<file path="src/ewcf_pkg.sv">
// Package: widths, constants and payload types of the eye window center finder.
`timescale 1ns / 1ps
`default_nettype none
package ewcf_pkg;

  localparam int MAX_POSITIONS = 128;
  localparam int POS_W         = $clog2(MAX_POSITIONS);
  localparam int RUN_W         = 8;
  localparam int TAP_W         = 6;
  localparam int CODE_W        = 8;
  localparam int TPR_W         = 7;
  localparam int CFG_IDX_W     = 2;
  localparam int CFG_DATA_W    = 8;

  localparam logic [POS_W-1:0] POS_LAST     = POS_W'(MAX_POSITIONS - 1);
  localparam logic [RUN_W-1:0] RUN_MAX      = '1;
  localparam logic [TPR_W-1:0] TPR_MIN      = TPR_W'(1);
  localparam logic [TPR_W-1:0] TPR_MAX      = TPR_W'(64);
  localparam logic [TPR_W-1:0] TPR_RESET    = TPR_W'(32);

  localparam logic [CFG_IDX_W-1:0] CFG_TAPS_PER_RANGE  = CFG_IDX_W'(0);
  localparam logic [CFG_IDX_W-1:0] CFG_DCO_MODE        = CFG_IDX_W'(1);
  localparam logic [CFG_IDX_W-1:0] CFG_DCO_ENABLE_BITS = CFG_IDX_W'(2);

  typedef struct packed {
    logic tap_failed;
    logic last_tap;
  } tap_item_t;

  typedef struct packed {
    logic              status;
    logic [TAP_W-1:0]  best_tap;
    logic              use_inverted;
    logic [CODE_W-1:0] delay_code;
  } window_result_t;

endpackage
`default_nettype wire

</file>
<file path="src/ewcf_tap_if.sv">
// Interface: tap pass/fail channel.
`timescale 1ns / 1ps
`default_nettype none
interface ewcf_tap_if
  import ewcf_pkg::*;
();
  logic      valid;
  logic      ready;
  tap_item_t data;

  modport source (output valid, output data, input ready);
  modport sink   (input valid, input data, output ready);
endinterface
`default_nettype wire

</file>
<file path="src/ewcf_result_if.sv">
// Interface: window result channel.
`timescale 1ns / 1ps
`default_nettype none
interface ewcf_result_if
  import ewcf_pkg::*;
();
  logic           valid;
  logic           ready;
  window_result_t data;

  modport source (output valid, output data, input ready);
  modport sink   (input valid, input data, output ready);
endinterface
`default_nettype wire

</file>
<file path="src/eye_window_center_finder.sv">
// Top level: longest passing run tracker and window center result.
//
//  channel    dir  transfer when         payload
//  tap_ch_i   in   valid & ready         tap_failed, last_tap
//  res_ch_o   out  valid & ready         status, best_tap, use_inverted, delay_code
//  cfg_*_i    in   cfg_we_i high         cfg_idx_i, cfg_wdata_i
//
// One tap per cycle sustained. Run tracking updates in the cycle of the transfer;
// a last tap latches the final best run into a hold stage, and once the result
// register is free the midpoint, range split and delay code are formed into it.
// Reset clears sweep state and loads register defaults (32 taps, plain mode).
// A stalled result blocks taps only once the hold stage is also full.
`timescale 1ns / 1ps
`default_nettype none
module eye_window_center_finder
  import ewcf_pkg::*;
(
  input  wire logic                  clk_i,
  input  wire logic                  rst_ni,
  ewcf_tap_if.sink                   tap_ch_i,
  ewcf_result_if.source              res_ch_o,
  input  wire logic                  cfg_we_i,
  input  wire logic [CFG_IDX_W-1:0]  cfg_idx_i,
  input  wire logic [CFG_DATA_W-1:0] cfg_wdata_i
);

  // configuration registers
  logic [TPR_W-1:0]  taps_per_range_q;
  logic              dco_mode_q;
  logic [CODE_W-1:0] dco_enable_bits_q;

  always_ff @(posedge clk_i or negedge rst_ni) begin
    if (!rst_ni) begin
      taps_per_range_q  <= TPR_RESET;
      dco_mode_q        <= 1'b0;
      dco_enable_bits_q <= '0;
    end else if (cfg_we_i) begin
      unique case (cfg_idx_i)
        CFG_TAPS_PER_RANGE:  taps_per_range_q  <= cfg_wdata_i[TPR_W-1:0];
        CFG_DCO_MODE:        dco_mode_q        <= cfg_wdata_i[0];
        CFG_DCO_ENABLE_BITS: dco_enable_bits_q <= cfg_wdata_i;
        default: ;
      endcase
    end
  end

  // sweep state
  logic [POS_W-1:0] position_q, position_d;
  logic [POS_W-1:0] run_start_q, run_start_d;
  logic [RUN_W-1:0] run_length_q, run_length_d;
  logic [POS_W-1:0] best_start_q, best_start_d;
  logic [RUN_W-1:0] best_length_q, best_length_d;

  // hold stage: final best run of a finished sweep
  logic             hold_valid_q;
  logic [POS_W-1:0] hold_start_q;
  logic [RUN_W-1:0] hold_length_q;

  logic             res_valid_q;
  window_result_t   res_q, res_d;

  logic tap_xfer, res_free, hold_adv;

  assign res_free        = !res_valid_q || res_ch_o.ready;
  assign hold_adv        = hold_valid_q && res_free;
  assign tap_ch_i.ready  = !hold_valid_q || hold_adv;
  assign tap_xfer        = tap_ch_i.valid && tap_ch_i.ready;

  // run tracking for the current tap
  logic [POS_W-1:0] upd_run_start, fin_start;
  logic [RUN_W-1:0] upd_run_length, fin_length;
  logic [POS_W-1:0] upd_best_start;
  logic [RUN_W-1:0] upd_best_length;

  always_comb begin
    upd_run_start   = run_start_q;
    upd_run_length  = run_length_q;
    upd_best_start  = best_start_q;
    upd_best_length = best_length_q;
    if (!tap_ch_i.data.tap_failed) begin
      if (run_length_q == '0) upd_run_start = position_q;
      if (run_length_q != RUN_MAX) upd_run_length = run_length_q + RUN_W'(1);
    end else begin
      // failing tap closes the run; strictly longer wins
      if (run_length_q > best_length_q) begin
        upd_best_length = run_length_q;
        upd_best_start  = run_start_q;
      end
      upd_run_length = '0;
    end

    // close of the open run at sweep end
    fin_start  = upd_best_start;
    fin_length = upd_best_length;
    if (upd_run_length > upd_best_length) begin
      fin_start  = upd_run_start;
      fin_length = upd_run_length;
    end

    position_d    = position_q;
    run_start_d   = run_start_q;
    run_length_d  = run_length_q;
    best_start_d  = best_start_q;
    best_length_d = best_length_q;
    if (tap_xfer) begin
      if (tap_ch_i.data.last_tap) begin
        position_d    = '0;
        run_start_d   = '0;
        run_length_d  = '0;
        best_start_d  = '0;
        best_length_d = '0;
      end else begin
        position_d    = (position_q != POS_LAST) ? position_q + POS_W'(1) : position_q;
        run_start_d   = upd_run_start;
        run_length_d  = upd_run_length;
        best_start_d  = upd_best_start;
        best_length_d = upd_best_length;
      end
    end
  end

  always_ff @(posedge clk_i or negedge rst_ni) begin
    if (!rst_ni) begin
      position_q    <= '0;
      run_start_q   <= '0;
      run_length_q  <= '0;
      best_start_q  <= '0;
      best_length_q <= '0;
      hold_valid_q  <= 1'b0;
      res_valid_q   <= 1'b0;
    end else begin
      position_q    <= position_d;
      run_start_q   <= run_start_d;
      run_length_q  <= run_length_d;
      best_start_q  <= best_start_d;
      best_length_q <= best_length_d;
      if (tap_xfer && tap_ch_i.data.last_tap) hold_valid_q <= 1'b1;
      else if (hold_adv)                      hold_valid_q <= 1'b0;
      if (hold_adv)      res_valid_q <= 1'b1;
      else if (res_free) res_valid_q <= 1'b0;
    end
  end

  always_ff @(posedge clk_i) begin
    if (tap_xfer && tap_ch_i.data.last_tap) begin
      hold_start_q  <= fin_start;
      hold_length_q <= fin_length;
    end
    if (hold_adv) res_q <= res_d;
  end

  // midpoint, range split and delay code
  logic [TPR_W-1:0]  range_n;
  logic [RUN_W-1:0]  mid, over;
  logic [TAP_W-1:0]  tap;
  logic              inv;

  always_comb begin
    range_n = taps_per_range_q;
    if (range_n < TPR_MIN) range_n = TPR_MIN;
    if (range_n > TPR_MAX) range_n = TPR_MAX;

    mid  = RUN_W'(hold_start_q) + (hold_length_q >> 1);
    over = mid - RUN_W'(range_n);
    if (mid < RUN_W'(range_n)) begin
      tap = mid[TAP_W-1:0];
      inv = 1'b0;
    end else begin
      inv = 1'b1;
      // saturate past the inverted range
      if (over >= RUN_W'(range_n)) tap = TAP_W'(range_n - TPR_W'(1));
      else                         tap = over[TAP_W-1:0];
    end

    res_d = '0;
    if (hold_length_q == '0) begin
      res_d.status = 1'b1;
    end else begin
      res_d.best_tap     = tap;
      res_d.use_inverted = inv;
      if (!dco_mode_q)    res_d.delay_code = CODE_W'(tap);
      else if (tap != '0) res_d.delay_code = CODE_W'(tap - TAP_W'(1)) | dco_enable_bits_q;
      else                res_d.delay_code = '0;
    end
  end

  assign res_ch_o.valid = res_valid_q;
  assign res_ch_o.data  = res_q;

`ifndef SYNTHESIS
  a_clear_after_last: assert property (@(posedge clk_i) disable iff (!rst_ni)
    tap_xfer && tap_ch_i.data.last_tap |=> position_q == '0 && best_length_q == '0
      && run_length_q == '0)
    else $error("sweep state not cleared after last tap");

  a_hold_kept: assert property (@(posedge clk_i) disable iff (!rst_ni)
    hold_valid_q && !res_free |=> hold_valid_q && $stable(hold_length_q))
    else $error("held sweep result lost while output stalled");

  a_no_pass_zero: assert property (@(posedge clk_i) disable iff (!rst_ni)
    res_valid_q && res_q.status |-> res_q.best_tap == '0 && !res_q.use_inverted
      && res_q.delay_code == '0)
    else $error("no-pass result carries a tap");

  a_plain_code: assert property (@(posedge clk_i) disable iff (!rst_ni)
    res_valid_q && !res_q.status && !dco_mode_q |-> res_q.delay_code == CODE_W'(res_q.best_tap))
    else $error("plain delay code differs from tap");
`endif

endmodule
`default_nettype wire
</file>
<file path="src/flat_wrapper.sv">
// flat-port wrapper written by rule: the top's interface ports become plain ports
module eye_window_center_finder_flat import ewcf_pkg::*;
  (clk_i, rst_ni, cfg_we_i, cfg_idx_i, cfg_wdata_i, tap_ch_i_valid, tap_ch_i_data, tap_ch_i_ready, res_ch_o_valid, res_ch_o_data, res_ch_o_ready);
  ewcf_tap_if tap_ch_i_i ();
  ewcf_result_if res_ch_o_i ();
  input  wire logic clk_i;
  input  wire logic rst_ni;
  input  wire logic cfg_we_i;
  input  wire logic [CFG_IDX_W-1:0] cfg_idx_i;
  input  wire logic [CFG_DATA_W-1:0] cfg_wdata_i;
  input wire logic [$bits(tap_ch_i_i.valid)-1:0] tap_ch_i_valid;
  input wire logic [$bits(tap_ch_i_i.data)-1:0] tap_ch_i_data;
  output wire logic [$bits(tap_ch_i_i.ready)-1:0] tap_ch_i_ready;
  output wire logic [$bits(res_ch_o_i.valid)-1:0] res_ch_o_valid;
  output wire logic [$bits(res_ch_o_i.data)-1:0] res_ch_o_data;
  input wire logic [$bits(res_ch_o_i.ready)-1:0] res_ch_o_ready;
  assign tap_ch_i_i.valid = tap_ch_i_valid;
  assign tap_ch_i_i.data = tap_ch_i_data;
  assign tap_ch_i_ready = tap_ch_i_i.ready;
  assign res_ch_o_valid = res_ch_o_i.valid;
  assign res_ch_o_data = res_ch_o_i.data;
  assign res_ch_o_i.ready = res_ch_o_ready;
  eye_window_center_finder u_core (.clk_i(clk_i), .rst_ni(rst_ni), .tap_ch_i(tap_ch_i_i), .res_ch_o(res_ch_o_i), .cfg_we_i(cfg_we_i), .cfg_idx_i(cfg_idx_i), .cfg_wdata_i(cfg_wdata_i));
endmodule
</file>
<file path="config.mk">
export PLATFORM = sky130hd
export DESIGN_NAME = eye_window_center_finder_flat
export DESIGN_NICKNAME = d
export VERILOG_FILES = /design/src/ewcf_pkg.sv /design/src/ewcf_tap_if.sv /design/src/ewcf_result_if.sv /design/src/eye_window_center_finder.sv /design/src/flat_wrapper.sv
export SDC_FILE = /design/constraint.sdc
export NUM_CORES = 1
export LEC_CHECK = 0
export BUFFER_PORTS_ARGS = -buffer_cell sky130_fd_sc_hd__buf_2
export CAP_MARGIN = 20
export CORE_ASPECT_RATIO = 1.2
export CORE_UTILIZATION = 37
export CTS_CLUSTER_DIAMETER = 100
export DETAILED_ROUTE_END_ITERATION = 6
export GPL_TIMING_DRIVEN = 0
export MAX_ROUTING_LAYER = met4
export PLACE_DENSITY_LB_ADDON = 0.05
export SLEW_MARGIN = 25
export SYNTH_ARGS = -nofsm -noshare
export SYNTH_HDL_FRONTEND = slang
export SYNTH_SLANG_ARGS = --single-unit
</file>
<file path="constraint.sdc">
create_clock -name clk_i -period 6.2 [get_ports clk_i]
set_clock_uncertainty 0.1 [all_clocks]
set_input_delay 0.93 -clock clk_i [delete_from_list [all_inputs] [get_ports clk_i]]
set_output_delay 0.93 -clock clk_i [all_outputs]
set_load 0.01 [all_outputs]
</file>
==> results of run 1 <==
-- registers in the layout, indices dropped and copies added (netlist names) --
signal	cells
u_core.hold_start_q	7
u_core.best_length_q	8
u_core.dco_mode_q	1
u_core.taps_per_range_q	7
u_core.position_q	7
u_core.run_start_q	7
u_core.hold_valid_q	1
u_core.hold_length_q	8
u_core.best_start_q	7
u_core.dco_enable_bits_q	8
u_core.res_ch_o.valid	1
u_core.run_length_q	8
u_core.res_ch_o.data	16
-- cells in the mapped netlist, types with 8 or more instances --
master and number:
a22oi_1 16, nand3_1 8, o21ai_1 9, dfrtp_1 54, o21ai_0 31, nand2b_1 9, nor2_1 31, clkbuf_1 11
mux2i_1 13, mux2_2 15, a21o_1 10, xor2_1 8, nand2_1 41, edfxtp_1 31, inv_1 28, a21oi_1 31
o22ai_1 25, ha_1 43
-- kinds of logic (layout without fill, tap and decap cells) --
| logic type | count (synthesis) | count (layout) |
|---|---|---|
| adders and majority gates | 45 | 45 |
| DFF | 86 | 86 |
| xor gates and xnor gates | 16 | 16 |
| and+or+nand+nor | 135 | 135 |
| buffers and inverters | 42 | 93 |
| AOI/OAI and AO/OA | 166 | 166 |
| muxes | 28 | 28 |
-- per-layer routing --
layer / share of wire (%) / vias to the layer above / GRT usage [%]
li1: - / 2031 / -
met4: 2.7 / 0 / 8.33
met2: 52 / 84 / 32.7
met5: 0 / - / -
met3: 3.6 / 25 / 3.09
met1: 41 / 1963 / 20.5
-- power groups by stage --
stage	Clock (mW)	Combinational, mW	Sequential (mW)
2_1_floorplan	0	0.854	0.794
3_3_place_gp	0	1.11	0.799
3_5_place_dp	0	1.13	0.801
4_1_cts	0.624	1.13	0.790
5_1_grt	0.643	1.26	0.800
6_report	0.608	1.13	0.789
-- final timing paths --
check,depth (start not counted),slack [ps],endpoint
hold reg to reg,1,390,u_core.res_ch_o.valid$_DFFE_PN0P_
setup reg to reg,21,890,u_core.res_ch_o.data[7]$_SDFFCE_PP0P_
min in group asynchronous,1,550,u_core.position_q[0]$_DFFE_PN0P_
setup / recovery,21,890,u_core.res_ch_o.data[7]$_SDFFCE_PP0P_
hold / removal,1,390,u_core.res_ch_o.valid$_DFFE_PN0P_
max in group asynchronous,1,4980,u_core.run_start_q[5]$_DFFE_PN0P_
-- layout make-up --
type | count | area, um2 | share of cell area, %
Tap cell | 171 | 214 | 3.55
Sequential cell | 86 | 2310 | 38.3
Timing Repair Buffer | 35 | 180 | 2.99
Inverter | 29 | 109 | 1.80
Clock buffer | 9 | 225 | 3.73
Clock inverter | 7 | 103 | 1.70
Buffer | 13 | 53.8 | 0.892
Multi-Input combinational cell | 390 | 2840 | 47.1
-- stage by stage --
step / instances / hold WS (ps) / utilization, %
global placement: 723 / 358 / 41.0
finish: 740 / 390 / 43.5
CTS: 739 / 398 / 43.4
floorplan: 518 / 349 / -
global route: 740 / 423 / 43.5
detailed placement: 723 / 379 / 41.0
==> impl_metrics.ini, run 1 <==
[outcome]
status = complete, but fails checks
violations = design-rule violations

[final_layout]
nFillCells = 1367
drive_above_1_share_pct = 16.2
final_common_cell = dfrtp_1
finish.instance_area_um2 = 6030
area_growth_syn_to_layout_pct = 13.7
layout_common_cells = dfrtp_1, ha_1, nand2_1, buf_2
final_nets = 626
antenna_cells = 0

[synth]
synth_flop_cell = dfrtp_1
synth_cell_types = 69
synth_area_leader_cell = dfrtp_1
yosysWarnings = 0
seq_area_frac_synth_pct = 43.5
netlist_area_um2 = 5310
synth_compound_area_share_pct = 21.1
yosys.area_share.simple_pct = 12.9
synthTopCellsByArea = dfrtp_1, edfxtp_1, ha_1, mux2_2, o22ai_1
synth_top_area_share_pct = 25.5
synthXorXnorAreaFrac_pct = 2.92
synthArstFlopShare_pct = 64.0
synth_fp_nets = 580
synth_area_per_cell_um2 = 10.2
synth_edf_count = 31
synthAdderAreaFrac_pct = 10.9
synth_top_family_by_area = compound AO/OA/AOI/OAI gates
synthMuxAreaShare_pct = 5.64
ys_ff_latch = 86
syn_inst = 518

[timing]
setup_viol = 0
slew_violations = 0
hold_violations = 0
min_period_ps = 5310
max-slew-margin-rel_pct = 51.9
rsz0062_at_grt = no
max_clock_freq_mhz = 188
period_share_pct = 85.6
max_slew.worst_pin.slew_ps = 722
setup_tns_ps = 0
fin_ws_ps = 893

[min_path]
hold_start = u_core.hold_valid_q$_DFFE_PN0P_
hold_path_class = register to register

[clocking]
clk_latency_ps = 350
cts_setup_buffers = 0
clk_pin_slew_worst_paths_ps = 70
cts_resized = 0
hold_buffers = 0
cts_tree = built
cts_root_buf = clkbuf_16
h-tree-depth = 3
cts_buffers = 9
cts_sinks = 86
clock_path_buffers = 2

[placed_design]
place_hpwl_um = 9730
io_buffers = 34
dp_worst_setup_slack_ps = 891
dpl-instance-area_um2 = 5690
gp_congestion = 0.853

[power]
clkPwrFrac_pct = 24.1
internal_power_mw = 1.54
p_per_area_nw_per_um2 = 418
share_comb_of_total_power_pct = 44.6
total_power_mw = 2.52
ir_drop_mv = 0.169
p_leak_nw = 2.58
power_frac_seq_pct = 31.3
swShare_pct = 39.1
p_sw_mw = 0.986

[die]
num_rows = 47
die_h_um = 133
fp.dieArea_um2 = 14800
io-pin-count = 35
core-area_um2 = 13900
start_util_pct = 38.2
die_x_um = 111

[worst_setup_path]
worstPathArrival_ps = 5430
crit_buf_inv = 0
crit_family = compound AO/OA/AOI/OAI gates
crit_path_max_incr_delay_ps = 420
path_max_fanout = 8
start_kind = register
worst_setup_path_end_kind = register
crit_chain = ha_1, fa_1, a21o_2, a21oi_1, xnor2_1, ha_1, o21a_1, o31ai_1, nand2b_1, a211oi_1, nor2_1, ha_1, a21oi_1, and3_2, o21ai_2, nor2_1, mux2i_1, a21oi_1, ha_1, a311o_2, o21ba_1
critical_path_class = register to register
slowest_stage = fa_1
critPathLaunch = u_core.hold_length_q[1]$_DFFE_PP_
cp_data_required_time_ps = 6320
r2r-start = u_core.hold_length_q[1]$_DFFE_PP_
crit_path_frequent_cell = ha_1

[flow_run]
maxCapViolCount = 0

[detailed_routing]
drt-initial-drc-count = 152
post-route-drc-count = 4
first_pass_iters = 6
drt_wl_total_um = 12600
wl_per_cell_um = 17.1
num_vias = 4103
viasPerCell = 5.54
antenna_left = 0

[global_routing]
track_usage_pct = 18.6
first_global_vias = 4104
grt_overflow = 0
grt_pass1_wl_um = 20800
grt_max_degree = 56
antenna_found_initial = 0
(Power assumes the default switching activity.)
==> inputs of run 2 (changes only) <==
PLACE_DENSITY_LB_ADDON = 0.2   (was 0.05)
==> impl_metrics.ini, run 2 (synthesis results as in run 1) <==
[timing]
setup_viol = 0
whs_ps = 396
rsz0062_at_grt = no
max-slew-margin-rel_pct = 34.4
period_share_pct = 85.5
hold_violations = 0
slew_violations = 0
fin_ws_ps = 899
min_period_ps = 5300
max_slew.worst_pin.slew_ps = 979
setup_tns_ps = 0
max_clock_freq_mhz = 189

[die]
start_util_pct = 38.2
fp.dieArea_um2 = 14800
die_x_um = 111
core-area_um2 = 13900
num_rows = 47
io-pin-count = 35
die_h_um = 133

[detailed_routing]
num_vias = 4147
viasPerCell = 5.61
wl_per_cell_um = 16.4
drt-initial-drc-count = 185
first_pass_iters = 6
post-route-drc-count = 8
antenna_left = 0
drt_wl_total_um = 12100

[clocking]
clk_pin_slew_worst_paths_ps = 70
cts_root_buf = clkbuf_16
hold_buffers = 0
h-tree-depth = 3
clk_latency_ps = 340
cts_sinks = 86
cts_setup_buffers = 0
cts_resized = 0
cts_tree = built
cts_buffers = 9
clock_path_buffers = 2

[power]
ir_drop_mv = 0.203
share_comb_of_total_power_pct = 45.3
p_leak_nw = 2.57
p_per_area_nw_per_um2 = 413
total_power_mw = 2.48
swShare_pct = 39.3
p_sw_mw = 0.976
internal_power_mw = 1.51
power_frac_seq_pct = 31.7
clkPwrFrac_pct = 23.0

[worst_setup_path]
start_kind = register
path_max_fanout = 8
critical_path_class = register to register
rr_worst_depth = 21
r2r_slack_ps = 900
worstPathArrival_ps = 5410
cp_data_required_time_ps = 6310
worst_setup_path_end_kind = register

[final_layout]
multiInputGateArea_um2 = 2840
final_nets = 625
layoutNonFillerInstCount = 739
final_util_pct = 43.3
final-seq-area_um2 = 2310
final_common_cell = dfrtp_1
nFillCells = 1307
largest_reg_flops = 16
finish.instance_area_um2 = 6010
area_growth_syn_to_layout_pct = 13.3
drive_above_1_share_pct = 16.0
layout_common_cells = dfrtp_1, ha_1, nand2_1, buf_2
antenna_cells = 0

[placed_design]
dpl-instance-area_um2 = 5690
gp_congestion = 0.852
dp.cells = 723
dp_worst_setup_slack_ps = 951
io_buffers = 34
place_hpwl_um = 9390

[outcome]
status = complete, but fails checks
violations = design-rule violations

[min_path]
hold_path_class = register to register
min_delay_path_depth = 1

[flow_run]
maxCapViolCount = 0

[global_routing]
first_global_vias = 4132
track_usage_pct = 17.9
antenna_found_initial = 0
grt_pass1_wl_um = 20400
grt_overflow = 0
grt_max_degree = 56
[run 2: cell types whose count changed in the layout (fill, tap and decap cells not counted), sizes merged]
| cell | delta |
|---|---|
| bufinv | -1 |
| inv | +1 |
| clkinv | -1 |
[run 2: routing by layer]
metal  vias up  track usage [%]  share of wire, %
met1      1983             20.1                41
met3        30             3.96               4.9
li1       2021                -                 -
met2       113             30.7                52
met5         -                -                 0
met4         0             7.88               2.8
[run 2: worst max-delay path, cell delays in order, from the launching register on]
cell	delay (ps)
edfxtp_1	390
ha_1	260
fa_1	410
a21o_2	200
a21oi_1	220
xnor2_1	210
ha_1	350
o21a_1	130
o31ai_1	120
nand2b_1	110
a211oi_1	240
nor2_1	70
ha_1	320
a21oi_1	140
and3_2	210
o21ai_2	90
nor2_1	140
mux2i_1	380
a21oi_1	230
ha_1	230
a311o_2	380
o21ba_1	230
[run 2: power by group through the flow]
stage | clock network [mW] | registers, mW | logic [mW]
after detailed placement | 0 | 0.798 | 1.12
after global routing | 0.611 | 0.799 | 1.26
final | 0.571 | 0.788 | 1.13
after CTS | 0.583 | 0.788 | 1.13
after global placement | 0 | 0.796 | 1.09
after floorplan | 0 | 0.794 | 0.854
[run 2: final timing paths]
kind / from / to
min in group asynchronous: rst_ni / u_core.position_q[0]$_DFFE_PN0P_
min reg2reg: u_core.hold_valid_q$_DFFE_PN0P_ / u_core.res_ch_o.valid$_DFFE_PN0P_
min: u_core.hold_valid_q$_DFFE_PN0P_ / u_core.res_ch_o.valid$_DFFE_PN0P_
max: u_core.hold_length_q[1]$_DFFE_PP_ / u_core.res_ch_o.data[6]$_SDFFCE_PP0P_
max in group asynchronous: rst_ni / u_core.run_length_q[4]$_DFFE_PN0P_
max reg2reg: u_core.hold_length_q[1]$_DFFE_PP_ / u_core.res_ch_o.data[6]$_SDFFCE_PP0P_
[run 2: final cells by class]
cell class	instances	share of cell area, %
Clock inverter	6	1.23
Clock buffer	10	3.98
Timing Repair Buffer	34	2.87
Tap cell	171	3.56
Sequential cell	86	38.4
Inverter	29	1.81
Multi-Input combinational cell	390	47.3
Buffer	13	0.895
